$ cat src/rtl/core/vt52csd_pkg.sv
// Shared types and constants for the VT52 control sequence decoder.
// No dependencies; imported by every module of the decoder.
package vt52csd_pkg;

	// Character codes seen by the classifier
	localparam logic [6:0] CH_SPACE = 7'o040;
	localparam logic [6:0] CH_TAB   = 7'o011;
	localparam logic [6:0] CH_BS    = 7'o010;
	localparam logic [6:0] CH_LF    = 7'o012;
	localparam logic [6:0] CH_CR    = 7'o015;
	localparam logic [6:0] CH_ESC   = 7'o033;
	localparam logic [6:0] CH_BEL   = 7'o007;
	localparam logic [6:0] CH_A     = 7'h41;
	localparam logic [6:0] CH_B     = 7'h42;
	localparam logic [6:0] CH_C     = 7'h43;
	localparam logic [6:0] CH_D     = 7'h44;
	localparam logic [6:0] CH_F     = 7'h46;
	localparam logic [6:0] CH_G     = 7'h47;
	localparam logic [6:0] CH_H     = 7'h48;
	localparam logic [6:0] CH_I     = 7'h49;
	localparam logic [6:0] CH_J     = 7'h4A;
	localparam logic [6:0] CH_K     = 7'h4B;
	localparam logic [6:0] CH_Y     = 7'h59;

	// Longest burst of words one character may cause (a tab)
	localparam int MAX_RESULTS = 8;

	// Screen command codes on the result channel
	localparam logic [2:0] CMD_NONE         = 3'd0;
	localparam logic [2:0] CMD_DRAW         = 3'd1;
	localparam logic [2:0] CMD_SCROLL_UP    = 3'd2;
	localparam logic [2:0] CMD_SCROLL_DOWN  = 3'd3;
	localparam logic [2:0] CMD_CLEAR_SCREEN = 3'd4;
	localparam logic [2:0] CMD_CLEAR_LINE   = 3'd5;
	localparam logic [2:0] CMD_BELL         = 3'd6;

	// Escape sequence phase
	typedef enum logic [1:0] {
		PH_NORMAL = 2'd0,
		PH_ESC    = 2'd1,
		PH_ROW    = 2'd2,
		PH_COL    = 2'd3
	} phase_t;

	// Classified operation handed from front to back
	typedef enum logic [3:0] {
		OP_NONE,
		OP_DRAW,
		OP_TAB,
		OP_LEFT,
		OP_RIGHT,
		OP_UP,
		OP_DOWN,
		OP_LF,
		OP_CR,
		OP_HOME,
		OP_RFEED,
		OP_CLR_SCR,
		OP_CLR_LINE,
		OP_BELL,
		OP_SET_ROW,
		OP_SET_COL
	} op_t;

	typedef struct packed {
		op_t        op;
		logic [6:0] ch;
	} entry_t;

endpackage

$ cat src/rtl/core/vt52csd_front.sv
// Front end: accepts characters, tracks the escape phase, classifies each word.
// Depends on vt52csd_pkg.
module vt52csd_front import vt52csd_pkg::*; (
	input  logic       clk,
	input  logic       arst_n,
	input  logic       ch_valid,
	input  logic [6:0] ch,
	input  logic       full,
	output logic       push,
	output entry_t     push_entry
);

	phase_t phase_q;
	phase_t phase_nxt;
	logic   printable;

	assign printable = (ch >= CH_SPACE);
	assign push      = ch_valid && !full;

	// Classification and next phase
	always_comb begin
		phase_nxt        = PH_NORMAL;
		push_entry.op    = OP_NONE;
		push_entry.ch    = ch;
		case (phase_q)
			PH_ROW: begin
				push_entry.op = OP_SET_ROW;
				phase_nxt     = PH_COL;
			end
			PH_COL: begin
				push_entry.op = OP_SET_COL;
				phase_nxt     = PH_NORMAL;
			end
			PH_ESC: begin
				case (ch)
					CH_A: push_entry.op = OP_UP;
					CH_B: push_entry.op = OP_DOWN;
					CH_C: push_entry.op = OP_RIGHT;
					CH_D: push_entry.op = OP_LEFT;
					CH_F, CH_G: push_entry.op = OP_NONE;
					CH_H: push_entry.op = OP_HOME;
					CH_I: push_entry.op = OP_RFEED;
					CH_J: push_entry.op = OP_CLR_SCR;
					CH_K: push_entry.op = OP_CLR_LINE;
					CH_Y: begin
						push_entry.op = OP_NONE;
						phase_nxt     = PH_ROW;
					end
					// unknown: printable ones are drawn, control ones dropped
					default: push_entry.op = printable ? OP_DRAW : OP_NONE;
				endcase
			end
			default: begin
				if (printable) begin
					push_entry.op = OP_DRAW;
				end else begin
					case (ch)
						CH_TAB: push_entry.op = OP_TAB;
						CH_BS:  push_entry.op = OP_LEFT;
						CH_LF:  push_entry.op = OP_LF;
						CH_CR:  push_entry.op = OP_CR;
						CH_BEL: push_entry.op = OP_BELL;
						CH_ESC: begin
							push_entry.op = OP_NONE;
							phase_nxt     = PH_ESC;
						end
						default: push_entry.op = OP_NONE;
					endcase
				end
			end
		endcase
	end

	always_ff @(posedge clk or negedge arst_n) begin
		if (!arst_n) begin
			phase_q <= PH_NORMAL;
		end else if (push) begin
			phase_q <= phase_nxt;
		end
	end

endmodule

$ cat src/rtl/core/vt52csd_queue.sv
// Short flip-flop queue of classified words between front and back.
// Depends on vt52csd_pkg.
module vt52csd_queue import vt52csd_pkg::*; #(
	parameter int DEPTH = 4
) (
	input  logic   clk,
	input  logic   arst_n,
	input  logic   push,
	input  entry_t push_entry,
	input  logic   pop,
	output entry_t head,
	output logic   empty,
	output logic   full
);

	localparam int PTR_W = (DEPTH > 1) ? $clog2(DEPTH) : 1;
	localparam int CNT_W = $clog2(DEPTH + 1);

	entry_t             mem_q [DEPTH];
	logic [PTR_W-1:0]   wr_ptr_q;
	logic [PTR_W-1:0]   rd_ptr_q;
	logic [CNT_W-1:0]   cnt_q;

	assign empty = (cnt_q == '0);
	assign full  = (cnt_q == CNT_W'(DEPTH));
	assign head  = mem_q[rd_ptr_q];

	// Storage
	always_ff @(posedge clk) begin
		if (push) begin
			mem_q[wr_ptr_q] <= push_entry;
		end
	end

	// Pointers and fill count
	always_ff @(posedge clk or negedge arst_n) begin
		if (!arst_n) begin
			wr_ptr_q <= '0;
			rd_ptr_q <= '0;
			cnt_q    <= '0;
		end else begin
			if (push) begin
				wr_ptr_q <= (wr_ptr_q == PTR_W'(DEPTH - 1)) ? '0 : wr_ptr_q + 1'b1;
			end
			if (pop) begin
				rd_ptr_q <= (rd_ptr_q == PTR_W'(DEPTH - 1)) ? '0 : rd_ptr_q + 1'b1;
			end
			if (push && !pop) begin
				cnt_q <= cnt_q + 1'b1;
			end else if (pop && !push) begin
				cnt_q <= cnt_q - 1'b1;
			end
		end
	end

endmodule

$ cat src/rtl/core/vt52csd_back.sv
// Back end: keeps the cursor, carries out classified words, drives the result register.
// Depends on vt52csd_pkg.
module vt52csd_back import vt52csd_pkg::*; #(
	parameter int LAST_COL = 79,
	parameter int LAST_ROW = 23,
	parameter int TAB_STOP = 8
) (
	input  logic       clk,
	input  logic       arst_n,
	input  entry_t     head,
	input  logic       empty,
	output logic       pop,
	output logic       res_valid,
	input  logic       res_stall,
	output logic [2:0] cmd,
	output logic [6:0] glyph,
	output logic [6:0] at_col,
	output logic [4:0] at_row,
	output logic [6:0] cursor_col,
	output logic [4:0] cursor_row,
	output logic       last
);

	localparam int ROW_W = $clog2(LAST_ROW + 1);

	logic [6:0]       col_q;
	logic [ROW_W-1:0] row_q;
	logic [2:0]       rem_q;
	logic             res_valid_q;

	logic             advance;
	logic             work;
	logic [2:0]       ex_cmd;
	logic [6:0]       ex_glyph;
	logic [6:0]       ex_col;
	logic [ROW_W-1:0] ex_row;
	logic [2:0]       ex_rem;
	logic             ex_last;
	logic [6:0]       coord;
	logic             coord_ok_row;
	logic             coord_ok_col;
	logic [31:0]      row_wide;
	logic [31:0]      ex_row_wide;
	logic [6:0]       col_inc;
	logic [3:0]       tab_n [128];

	// Spaces a tab draws from each column, capped at the burst limit
	for (genvar i = 0; i < 128; i++) begin : g_tab
		localparam int N  = TAB_STOP - (i % TAB_STOP);
		localparam int NC = (N > MAX_RESULTS) ? MAX_RESULTS : N;
		assign tab_n[i] = 4'(NC);
	end

	assign advance = !res_valid_q || !res_stall;
	assign work    = (rem_q != '0) || !empty;
	assign pop     = advance && (rem_q == '0) && !empty;
	assign col_inc = (col_q < 7'(LAST_COL)) ? col_q + 7'd1 : col_q;

	// Coordinate byte of a cursor address, offset by a space
	assign coord        = head.ch - CH_SPACE;
	assign coord_ok_row = (head.ch >= CH_SPACE) && (coord <= 7'(LAST_ROW));
	assign coord_ok_col = (head.ch >= CH_SPACE) && (coord <= 7'(LAST_COL));

	// Execute the head word, or the next space of a running tab
	always_comb begin
		ex_cmd   = CMD_NONE;
		ex_glyph = '0;
		ex_col   = col_q;
		ex_row   = row_q;
		ex_rem   = rem_q;
		ex_last  = 1'b1;
		if (rem_q != '0) begin
			ex_cmd   = CMD_DRAW;
			ex_glyph = CH_SPACE;
			ex_col   = col_inc;
			ex_rem   = rem_q - 3'd1;
			ex_last  = (rem_q == 3'd1);
		end else begin
			case (head.op)
				OP_DRAW: begin
					ex_cmd   = CMD_DRAW;
					ex_glyph = head.ch;
					ex_col   = col_inc;
				end
				OP_TAB: begin
					ex_cmd   = CMD_DRAW;
					ex_glyph = CH_SPACE;
					ex_col   = col_inc;
					ex_rem   = 3'(tab_n[col_q] - 4'd1);
					ex_last  = (tab_n[col_q] == 4'd1);
				end
				OP_LEFT:  if (col_q != '0) ex_col = col_q - 7'd1;
				OP_RIGHT: ex_col = col_inc;
				OP_UP:    if (row_q != '0) ex_row = row_q - 1'b1;
				OP_DOWN:  if (row_q < ROW_W'(LAST_ROW)) ex_row = row_q + 1'b1;
				OP_LF: begin
					if (row_q >= ROW_W'(LAST_ROW)) begin
						ex_cmd = CMD_SCROLL_UP;
					end else begin
						ex_row = row_q + 1'b1;
					end
				end
				OP_CR: ex_col = '0;
				OP_HOME: begin
					ex_col = '0;
					ex_row = '0;
				end
				OP_RFEED: begin
					if (row_q != '0) begin
						ex_row = row_q - 1'b1;
					end else begin
						ex_cmd = CMD_SCROLL_DOWN;
					end
				end
				OP_CLR_SCR:  ex_cmd = CMD_CLEAR_SCREEN;
				OP_CLR_LINE: ex_cmd = CMD_CLEAR_LINE;
				OP_BELL:     ex_cmd = CMD_BELL;
				OP_SET_ROW:  if (coord_ok_row) ex_row = ROW_W'(coord);
				OP_SET_COL:  if (coord_ok_col) ex_col = coord;
				default: ;
			endcase
		end
	end

	// Rows are reported in the five-bit field
	assign row_wide    = 32'(row_q);
	assign ex_row_wide = 32'(ex_row);

	// Cursor, tab counter and result valid
	always_ff @(posedge clk or negedge arst_n) begin
		if (!arst_n) begin
			col_q       <= '0;
			row_q       <= '0;
			rem_q       <= '0;
			res_valid_q <= 1'b0;
		end else if (advance) begin
			res_valid_q <= work;
			if (work) begin
				col_q <= ex_col;
				row_q <= ex_row;
				rem_q <= ex_rem;
			end
		end
	end

	// Result payload
	always_ff @(posedge clk) begin
		if (advance && work) begin
			cmd        <= ex_cmd;
			glyph      <= ex_glyph;
			at_col     <= col_q;
			at_row     <= row_wide[4:0];
			cursor_col <= ex_col;
			cursor_row <= ex_row_wide[4:0];
			last       <= ex_last;
		end
	end

	assign res_valid = res_valid_q;

endmodule

$ cat src/rtl/core/vt52_control_sequence_decoder_top.sv
// VT52 control sequence decoder, top level.
// A character's words pass through the queue and then the result register before they are valid.
// Throughput: one result word per cycle from the back end while res_stall is low; a tab gives
// up to eight words, other characters one each.
// Reset: arst_n clears escape phase, cursor, queue and result valid at once.
// Depends on vt52csd_pkg, vt52csd_front, vt52csd_queue, vt52csd_back.
module vt52_control_sequence_decoder_top import vt52csd_pkg::*; #(
	parameter int LAST_COL    = 79,
	parameter int LAST_ROW    = 23,
	parameter int TAB_STOP    = 8,
	parameter int QUEUE_DEPTH = 4
) (
	input  logic       clk,
	input  logic       arst_n,
	input  logic       ch_valid,
	output logic       ch_stall,
	input  logic [6:0] ch,
	output logic       res_valid,
	input  logic       res_stall,
	output logic [2:0] cmd,
	output logic [6:0] glyph,
	output logic [6:0] at_col,
	output logic [4:0] at_row,
	output logic [6:0] cursor_col,
	output logic [4:0] cursor_row,
	output logic       last
);

	logic   push;
	entry_t push_entry;
	logic   pop;
	entry_t head;
	logic   empty;
	logic   full;

	assign ch_stall = full;

	vt52csd_front u_front (
		.clk        (clk),
		.arst_n     (arst_n),
		.ch_valid   (ch_valid),
		.ch         (ch),
		.full       (full),
		.push       (push),
		.push_entry (push_entry)
	);

	vt52csd_queue #(
		.DEPTH (QUEUE_DEPTH)
	) u_queue (
		.clk        (clk),
		.arst_n     (arst_n),
		.push       (push),
		.push_entry (push_entry),
		.pop        (pop),
		.head       (head),
		.empty      (empty),
		.full       (full)
	);

	vt52csd_back #(
		.LAST_COL (LAST_COL),
		.LAST_ROW (LAST_ROW),
		.TAB_STOP (TAB_STOP)
	) u_back (
		.clk        (clk),
		.arst_n     (arst_n),
		.head       (head),
		.empty      (empty),
		.pop        (pop),
		.res_valid  (res_valid),
		.res_stall  (res_stall),
		.cmd        (cmd),
		.glyph      (glyph),
		.at_col     (at_col),
		.at_row     (at_row),
		.cursor_col (cursor_col),
		.cursor_row (cursor_row),
		.last       (last)
	);

endmodule

$ cat config.mk
export PLATFORM = sky130hd
export DESIGN_NAME = vt52_control_sequence_decoder_top
export DESIGN_NICKNAME = d
export VERILOG_FILES = /design/src/rtl/core/vt52csd_pkg.sv /design/src/rtl/core/vt52csd_front.sv /design/src/rtl/core/vt52csd_queue.sv /design/src/rtl/core/vt52csd_back.sv /design/src/rtl/core/vt52_control_sequence_decoder_top.sv
export SDC_FILE = /design/constraint.sdc
export NUM_CORES = 1
export LEC_CHECK = 0
export ABC_AREA = 0
export BUFFER_PORTS_ARGS = -buffer_cell sky130_fd_sc_hd__clkbuf_2
export CORE_ASPECT_RATIO = 0.7
export CORE_UTILIZATION = 37
export DETAILED_ROUTE_END_ITERATION = 12
export GPL_ROUTABILITY_DRIVEN = 0
export SYNTH_ARGS = -nofsm -noshare
export SYNTH_HDL_FRONTEND = slang
export SYNTH_SLANG_ARGS = --single-unit
$ cat constraint.sdc
create_clock -name clk -period 4 [get_ports clk]
set_input_delay 0.6 -clock clk [delete_from_list [all_inputs] [get_ports clk]]
set_output_delay 0.6 -clock clk [all_outputs]
set_load 0.05 [all_outputs]
==> results.sh <==
export IMPL_hold_path_class="in2async"
export IMPL_row_count=38
export IMPL_cts_tree="built"
export IMPL_yosysUniqueCellTypes=75
export IMPL_wl_per_cell_um=17.3
export IMPL_portBuffers=47
export IMPL_r2r_start="u_queue.rd_ptr_q[1]"
export IMPL_grt_pass1_vias=4187
export IMPL_status="finished, final reports clean"
export IMPL_final_nets=605
export IMPL_fin_crit_ns=3.54
export IMPL_finalSetupViolCount=0
export IMPL_finalCritPeriodShare_pct=88.5
export IMPL_final_util_pct=42.1
export IMPL_drt_iter0_markers=302
export IMPL_ios=48
export IMPL_start_util_pct=38.0
export IMPL_clock_tree_buffer_depth=2
export IMPL_clkSinkCount=104
export IMPL_hold_violations=0
export IMPL_skew_ns=0.00843
export IMPL_synth_enable_flop_cells=79
export IMPL_yosysWarnings=0
export IMPL_vias_per_cell=5.64
export IMPL_drc=0
export IMPL_ant_nets=0
export IMPL_ys_seq_area_share_pct=51.0
export IMPL_cp_max_fo=14
export IMPL_cellLeakagePower_nw=2.43
export IMPL_grt_total_usage_pct=17.1
export IMPL_ys_ff_latch=104
export IMPL_relSlewSlack_pct=48.2
export IMPL_globalRoute_totalOverflow=0
export IMPL_max_freq_ghz=0.283
export IMPL_synthesis_area_um2=5880
export IMPL_ctsHtreeMaxLevel=3
export IMPL_ys_flop_type="edfxtp_1"
export IMPL_die_w_um=153
export IMPL_grt_max_degree=50
export IMPL_slew_violations=0
export IMPL_design_area_um2=6520
export IMPL_start_kind="flip-flop"
export IMPL_drive_gt1_share_pct=17.4
export IMPL_p_per_area_nw_per_um2=824
export IMPL_syn_to_final_growth_pct=10.8
export IMPL_syn_avg_cell_area_um2=10.9
export IMPL_yosysMostFrequentCell="edfxtp_1"
export IMPL_cts_inserted_buffers=9
export IMPL_peakVddDrop_v=0.000258
export IMPL_n_antenna_cell=0
export IMPL_vias=4376
export IMPL_cts_resized=0
export IMPL_cts_root_buf="clkbuf_16"
export IMPL_synth_largest_area_cell="edfxtp_1"
export IMPL_postCtsSetupBuffers=0
export IMPL_crit_type="reg2reg"
export IMPL_synth_cells=541
export IMPL_ctsHoldBuffers=0
export IMPL_die_y_um=108
export IMPL_synth_common_cells="edfxtp_1, a21oi_1, nand2_1, nor2_1, o21ai_0"
export IMPL_maxCapViolations=0
export IMPL_dp_hpwl_mm=9.27
export IMPL_core_um2=15500
export IMPL_cp_end_kind="flip-flop"
export IMPL_place_area_um2=6250
export IMPL_clkTransAtPathRegs_ns=0.07
export IMPL_fin_setup_tns_ns=0
export IMPL_synth_nets=574
export IMPL_worstSetupStartpoint="u_queue.rd_ptr_q[1]"
export IMPL_drtPass1Iterations=7
export IMPL_yosys_top_cells_area="edfxtp_1, dfrtp_1, ha_1"
export IMPL_die_area_um2=16400
export IMPL_drt_total_wl_mm=13.5
export IMPL_crit_required_ns=4.08
export IMPL_antenna_found_initial=0
export IMPL_async_flop_share_pct=24.0
export IMPL_critical_path_arrival_ns=3.62
export IMPL_grt_pass1_wl_mm=22.0
export IMPL_rsz0062_at_grt="false"
export IMPL_worst_pin_slew_ns=0.777
export IMPL_synth_top_cell_area_share_pct=40.3
export IMPL_clock_latency_ns=0.35
## critical path, cell delays in order (launching register included)
cell     delay (ns)
dfrtp_1        0.71
mux2_1         0.37
o21ai_0        0.43
ha_1           0.38
or3b_4         0.44
a31oi_4        0.30
mux2i_1        0.23
nor2_1         0.07
nor3_1         0.22
a21oi_1        0.12
## through the flow
step | std cells | setup WS [ns] | hold slack [ns] | power [mW]
after floorplan | 541 | 0.927 | 0.304 | 3.96
after global placement | 761 | 0.646 | 0.471 | 4.48
after detailed placement | 761 | 0.521 | 0.489 | 4.55
after CTS | 776 | 0.513 | 0.347 | 5.38
after global routing | 776 | 0.188 | 0.387 | 5.76
final | 776 | 0.461 | 0.318 | 5.37
## final timing paths
path | depth (start not counted) | endpoint | slack, ns
hold / removal | 1 | u_back.row_q[3] | 0.32
setup reg to reg | 9 | u_back.cursor_col[0] | 0.46
setup / recovery | 9 | u_back.cursor_col[0] | 0.46
hold reg to reg | 1 | u_queue.cnt_q[2] | 0.50
max in group asynchronous | 1 | u_queue.rd_ptr_q[1] | 3.18
min in group clk | 1 | u_queue.cnt_q[2] | 0.50
## layout make-up
cell class,count,area [um^2]
flip-flops and latches,104,3000
well taps,200,250
clock buffers,10,229
multi-input cells,379,2630
fillers,1488,8980
inverters,26,97.6
repair buffers,52,273
clock inverters,5,40.0
## state kept, by name, indices dropped and copies added (netlist names), 5 cells and up, named ones only
register,flops
u_back.at_row,5
u_back.col_q,7
u_back.row_q,5
u_queue.mem_q,44
u_back.at_col,7
u_back.glyph,7
u_back.cursor_col,7
u_back.cursor_row,5
## report_power, final
part           switching [mW]  internal, mW  total [mW]
Clock                   0.392         0.424       0.816
Sequential              0.285          1.54        1.83
Combinational            1.82         0.906        2.73
Total                    2.50          2.87        5.37
## metal layers
| layer | routed length [um] | share of wire, % | global-route usage [%] |
|---|---|---|---|
| met1 | 6490 | 48 | 24.5 |
| met2 | 5980 | 44 | 25.7 |
| met3 | 854 | 6.3 | 3.90 |
| met4 | 133 | 0.99 | 5.27 |
| met5 | 0 | 0 | 0 |
## layout by cell type (no fill, tap or decap), types with 3 or more instances in the layout
| cell | count |
|---|---|
| o21ai_1 | 5 |
| mux4_2 | 6 |
| o311ai_0 | 3 |
| and4_1 | 4 |
| a21oi_1 | 43 |
| mux2_2 | 4 |
| clkbuf_2 | 47 |
| nor4_1 | 3 |
| clkinvlp_4 | 3 |
| o211ai_1 | 10 |
| nand3_1 | 10 |
| and3_1 | 10 |
| buf_4 | 5 |
| nor2b_1 | 8 |
| nor2_1 | 38 |
| and3_2 | 3 |
| inv_1 | 25 |
| dfrtp_1 | 25 |
| and2_1 | 5 |
| edfxtp_1 | 79 |
| xnor2_1 | 5 |
| xor2_1 | 6 |
| nand2_1 | 39 |
| o21a_1 | 4 |
| clkbuf_16 | 9 |
| a31oi_1 | 14 |
| a211oi_1 | 4 |
| o22ai_1 | 7 |
| mux4_1 | 4 |
| nand2b_1 | 11 |
| or2_2 | 3 |
| nand4_1 | 6 |
| nor3_1 | 13 |
| a41oi_1 | 3 |
| o21ai_0 | 34 |
| ha_1 | 21 |
| a21o_1 | 5 |
## logic make-up (layout without fill, tap and decap cells)
group           Yosys count  after routing  synth area share (%)
mux                      17             17                  5.38
simple gates            171            171                  15.5
compound gates          157            157                  17.3
fa+ha+maj                23             23                  4.98
buf+inv                  58             93                  4.30
flops                   104            104                  51.0
xor+xnor                 11             11                  1.64
Power figures use the tool's default switching activity.
